$ cat src/design/htd_pkg.sv
// ---------------------------------------------------------------------------
// htd_pkg
// Types, constants and helpers of the Huffman table decoder.
// ---------------------------------------------------------------------------
package htd_pkg;

  localparam int TABLE_ENTRIES_DEF = 256;
  localparam int MAX_CODE_LEN_DEF  = 32;
  localparam int BYTE_BITS         = 8;
  localparam int MAX_OUT           = 8;
  localparam int SYM_W             = 8;
  localparam int LEN_W             = 6;
  localparam int CODE_W            = 32;
  localparam int ENT_W             = SYM_W + LEN_W + CODE_W;
  localparam int CNT_W             = 9;

  localparam logic REG_ENTRY_COUNT   = 1'b0;
  localparam logic REG_TOTAL_SYMBOLS = 1'b1;

  localparam logic FUNC_LOAD = 1'b0;
  localparam logic FUNC_DATA = 1'b1;

  typedef enum logic [2:0] {
    ST_IDLE,
    ST_LSCAN,
    ST_LDEC,
    ST_CHECK,
    ST_MSCAN,
    ST_MDEC,
    ST_EMIT_ERR,
    ST_EMIT_SYM
  } state_t;

  typedef struct packed {
    logic take_item;
    logic rd_en;
    logic scan_long;
    logic long_clr;
    logic match_clr;
    logic append;
    logic clear_buf;
    logic emit_err;
    logic emit_sym;
  } cmd_t;

  typedef struct packed {
    logic             done;
    logic             long_zero;
    logic             overflow;
    logic             can_decode;
    logic             found;
    logic             out_busy;
    logic [CNT_W-1:0] slots;
  } status_t;

  function automatic logic [63:0] low_mask64(input logic [6:0] n);
    return ~(64'hFFFF_FFFF_FFFF_FFFF << n);
  endfunction

endpackage

$ cat src/design/htd_ctrl.sv
// ---------------------------------------------------------------------------
// htd_ctrl
// Sequencer: table scans, buffer append, symbol and error beats.
// ---------------------------------------------------------------------------
module htd_ctrl #(
  parameter int TABLE_ENTRIES = htd_pkg::TABLE_ENTRIES_DEF
) (
  input  logic                             clk,
  input  logic                             rst_n,
  input  logic                             in_valid,
  output logic                             in_ready,
  input  logic                             in_func,
  input  htd_pkg::status_t                 status,
  output htd_pkg::cmd_t                    cmd,
  output logic [$clog2(TABLE_ENTRIES)-1:0] rd_addr
);
  import htd_pkg::*;

  localparam int AW = $clog2(TABLE_ENTRIES);

  state_t           state_r, state_nxt;
  logic [CNT_W-1:0] cnt_r, cnt_nxt;
  logic [3:0]       n_r, n_nxt;
  logic             accept;
  logic             scan_more;

  assign accept    = in_valid && (state_r == ST_IDLE);
  assign scan_more = cnt_r < status.slots;
  assign rd_addr   = cnt_r[AW-1:0];

  always_comb begin
    state_nxt = state_r;
    case (state_r)
      ST_IDLE: begin
        if (accept && in_func == FUNC_DATA && !status.done) state_nxt = ST_LSCAN;
      end
      ST_LSCAN: begin
        if (!scan_more) state_nxt = ST_LDEC;
      end
      ST_LDEC: begin
        state_nxt = (status.long_zero || status.overflow) ? ST_EMIT_ERR : ST_CHECK;
      end
      ST_CHECK: begin
        state_nxt = (n_r < 4'(MAX_OUT) && status.can_decode) ? ST_MSCAN : ST_IDLE;
      end
      ST_MSCAN: begin
        if (!scan_more) state_nxt = ST_MDEC;
      end
      ST_MDEC: begin
        state_nxt = status.found ? ST_EMIT_SYM : ST_EMIT_ERR;
      end
      ST_EMIT_ERR: begin
        if (!status.out_busy) state_nxt = ST_IDLE;
      end
      ST_EMIT_SYM: begin
        if (!status.out_busy) state_nxt = ST_CHECK;
      end
      default: state_nxt = ST_IDLE;
    endcase
  end

  always_comb begin
    cmd       = '0;
    in_ready  = (state_r == ST_IDLE);
    cnt_nxt   = cnt_r;
    n_nxt     = n_r;
    case (state_r)
      ST_IDLE: begin
        cmd.take_item = accept;
        cmd.long_clr  = accept;
        cnt_nxt       = '0;
      end
      ST_LSCAN: begin
        cmd.rd_en     = scan_more;
        cmd.scan_long = 1'b1;
        if (scan_more) cnt_nxt = cnt_r + 1'b1;
      end
      ST_LDEC: begin
        cmd.clear_buf = status.long_zero || status.overflow;
        cmd.append    = !(status.long_zero || status.overflow);
        n_nxt         = '0;
      end
      ST_CHECK: begin
        cmd.match_clr = 1'b1;
        cnt_nxt       = '0;
      end
      ST_MSCAN: begin
        cmd.rd_en = scan_more;
        if (scan_more) cnt_nxt = cnt_r + 1'b1;
      end
      ST_MDEC: begin
        cmd.clear_buf = !status.found;
      end
      ST_EMIT_ERR: begin
        cmd.emit_err = !status.out_busy;
      end
      ST_EMIT_SYM: begin
        cmd.emit_sym = !status.out_busy;
        if (!status.out_busy) n_nxt = n_r + 1'b1;
      end
      default: begin
        cmd = '0;
      end
    endcase
  end

  always_ff @(posedge clk) begin
    if (!rst_n) begin
      state_r <= ST_IDLE;
      cnt_r   <= '0;
      n_r     <= '0;
    end else begin
      state_r <= state_nxt;
      cnt_r   <= cnt_nxt;
      n_r     <= n_nxt;
    end
  end

endmodule

$ cat config.mk
export PLATFORM = sky130hd
export DESIGN_NAME = htd_ctrl
export DESIGN_NICKNAME = d
export VERILOG_FILES = /design/src/design/htd_pkg.sv /design/src/design/htd_ctrl.sv
export SDC_FILE = /design/constraint.sdc
export NUM_CORES = 1
export LEC_CHECK = 0
export ABC_AREA = 1
export BUFFER_PORTS_ARGS = -buffer_cell sky130_fd_sc_hd__buf_2
export CORE_AREA = 2 2 64 66
export CTS_BUF_LIST = sky130_fd_sc_hd__clkbuf_4
export DETAILED_ROUTE_END_ITERATION = 10
export DIE_AREA = 0 0 66 68
export PLACE_DENSITY = 0.61
export SLEW_MARGIN = 20
export SYNTH_ARGS = -nofsm -noshare
export SYNTH_HDL_FRONTEND = slang
export SYNTH_SLANG_ARGS = --single-unit
$ cat constraint.sdc
create_clock -name clk -period 4.06 [get_ports clk]
set_clock_uncertainty 0.1 [all_clocks]
set_input_delay 0.203 -clock clk [delete_from_list [all_inputs] [get_ports clk]]
set_output_delay 0.203 -clock clk [all_outputs]
set_load 0.01 [all_outputs]
==> results_dict.tcl <==
set metrics [dict create \
    power_switching_mw 0.345 \
    grt_max_degree 13 \
    path_max_fanout 11 \
    whs_path_depth 3 \
    clockPowerShare 0.128 \
    powerDensity_nw_per_um2 472 \
    reg2reg_slack_ps 2050 \
    portBuffers 36 \
    grt_pass1_wl_um 4550 \
    clk_pin_slew_worst_paths_ps 110 \
    sw_frac_of_total 0.498 \
    arrival_ps 1870 \
    drcViolationCount 0 \
    rsz0062_at_grt "no" \
    ys_warn_count 0 \
    min_from "rst_n" \
    dr.pass1.iters 4 \
    routed_wl_um 2800 \
    gp_congestion 0.815 \
    synthDistinctLibCells 27 \
    ant_nets 0 \
    syn_inst 206 \
    cts.sinks 16 \
    h-tree-depth 1 \
    root_buffer "clkbuf_4" \
    rr_worst_depth 9 \
    power.internal_mw 0.348 \
    worstReg2RegStart "cnt_r[6]" \
    fmax_mhz 460 \
    drtIter0Drc 60 \
    hp-class "primary input to flip-flop" \
    cts_setup_buffers 0 \
    row_count 23 \
    final_common_cell "nand2_1" \
    grtUsageTotal 0.130 \
    post_cts_resize_count 0 \
    fin_nets 265 \
    overflow 0 \
    initial_utilization 0.335 \
    peakVddDrop_mv 0.175 \
    total_power_mw 0.693 \
    syn-num-nets 235 \
    layout_common_cells "nand2_1 (41), buf_2 (36), inv_1 (34)" \
    tightestPinTransition_ps 343 \
    drive_gt1_frac 0.221 \
    critical_path_required_ps 3760 \
    first_global_vias 1082 \
    clockBufferDepth 2 \
    r2r-end "cnt_r[7]" \
    route.vias.total 1270 \
    hpwl_um 2270 \
    syn-mean-instance-area_um2 6.27 \
    multi_input_area_um2 729 \
    cts_tree "done" \
    hold_path_end "state_r[0]" \
    antenna_found_initial 0 \
    worst_slew_margin_rel 0.770 \
    viasPerCell 4.46 \
    fp.coreArea_um2 3860 \
    critPathKind "flip-flop to output port" \
    yosysSeqAreaShare 0.248 \
    setup_tns_ps 0 \
    wire_per_inst_um 9.82 \
    areaGrowthSynthToFinish_pct 13.6 \
    holdWs_ps 86.5 \
    comb_power_share 0.555 \
    maxCapViolCount 0 \
    diodes 0 \
    dpl-instance-area_um2 1440 \
    pwr-share-seq 0.317 \
    clk_latency_ps 290 \
    cts_buffers 3 \
    die_h_um 68 \
    synthesis.area_um2 1290 \
    min_period_ps 2170 \
    register_area_um2 320 \
    die_area_um2 4490 \
    nFillCells 439 \
    die_x_um 66 \
    holdBufCountCts 0 \
    post-place-cells 281 \
    fin_area_um2 1470 \
    start_kind "flip-flop" \
    synth-seq-cells 16 \
    ios 37 \
    stdcell_count 285 \
    period_share 0.535 \
    end_kind "output port" \
    drv_slew 0 \
    p_leak_nw 0.800 \
    finalSetupViolations 0 \
    status "complete, no violations" \
    final-hold-violation-count 0 \
]
==> logic make-up (layout without fill, tap and decap cells) <==
kind of cell    after synthesis  count (layout)  synth area share
buf+inv                      51              80             0.188
simple gates                103             103             0.355
fa+ha+maj                    10              10            0.0968
xor+xnor                      3               3            0.0203
compound gates               23              23            0.0920
flops                        16              16             0.248
==> layer usage <==
layer / wire length, um / vias to the layer above / global-route usage
met1: 1370 / 531 / 0.165
met3: 188 / 2 / 0.0263
met5: 0 / - / 0
met4: 14 / 0 / 0.0383
met2: 1220 / 39 / 0.225
li1: - / 698 / -
==> registers in the layout (all words and copies together) (netlist names) <==
signal	flops
cnt_r	9
n_r	4
state_r	3
==> power by group through the flow <==
stage                     logic (mW)  registers [mW]  clock network (mW)
after floorplan                0.336           0.212                   0
after global placement         0.386           0.223                   0
after detailed placement       0.389           0.221                   0
after CTS                      0.389           0.219              0.0941
after global routing           0.445           0.223               0.100
final                          0.385           0.220              0.0890
==> critical path, stage by stage (launching register included) <==
cell,delay (ps)
dfxtp_1,470
ha_1,290
a21oi_1,150
nor2_1,60
nor2_2,120
nand3_2,220
inv_2,130
buf_2,130
==> worst max path at each step <==
stage / start / end / depth (start not counted)
6_report: cnt_r[6] / cmd[7] / 7
2_1_floorplan: cnt_r[6] / state_r[2] / 10
3_3_place_gp: cnt_r[6] / cnt_r[7] / 9
3_5_place_dp: cnt_r[6] / cnt_r[7] / 9
5_1_grt: cnt_r[6] / cmd[7] / 7
4_1_cts: cnt_r[6] / cmd[7] / 7
==> metrics by stage <==
stage,utilization,worst slack (ps)
after global placement,0.374,2080
after detailed placement,0.374,2050
final,0.381,1890
after floorplan,-,2430
after CTS,0.381,1860
after global routing,0.381,1710
==> area by class of cell <==
cell class | instances | share of cell area
clock inverters | 1 | 0.00256
multi-input cells | 139 | 0.497
clock buffers | 3 | 0.0153
flip-flops and latches | 16 | 0.218
well taps | 50 | 0.0426
inverters | 40 | 0.102
repair buffers | 36 | 0.123
==> cell usage after synthesis <==
master / number / area [um2]
nand2_1: 41 / 154
clkinv_1: 1 / 3.75
nor4_1: 1 / 6.26
dfxtp_1: 16 / 320
o21ai_0: 3 / 15.0
nand3_2: 2 / 20.0
xnor2_1: 1 / 8.76
o21bai_1: 1 / 7.51
nor2_2: 4 / 25.0
inv_2: 5 / 18.8
o22ai_1: 1 / 6.26
nand3_1: 15 / 75.1
clkbuf_8: 1 / 13.8
nand4_1: 3 / 18.8
and3_1: 1 / 6.26
a21oi_1: 16 / 80.1
nor3b_1: 1 / 7.51
ha_1: 10 / 125
nand2_2: 2 / 12.5
o21ai_1: 2 / 10.0
inv_1: 34 / 128
xor2_1: 2 / 17.5
buf_4: 9 / 67.6
buf_6: 1 / 11.3
nor3_1: 5 / 25.0
nor2_1: 27 / 101
nand3b_1: 1 / 7.51
Power figures use the tool's default switching activity.
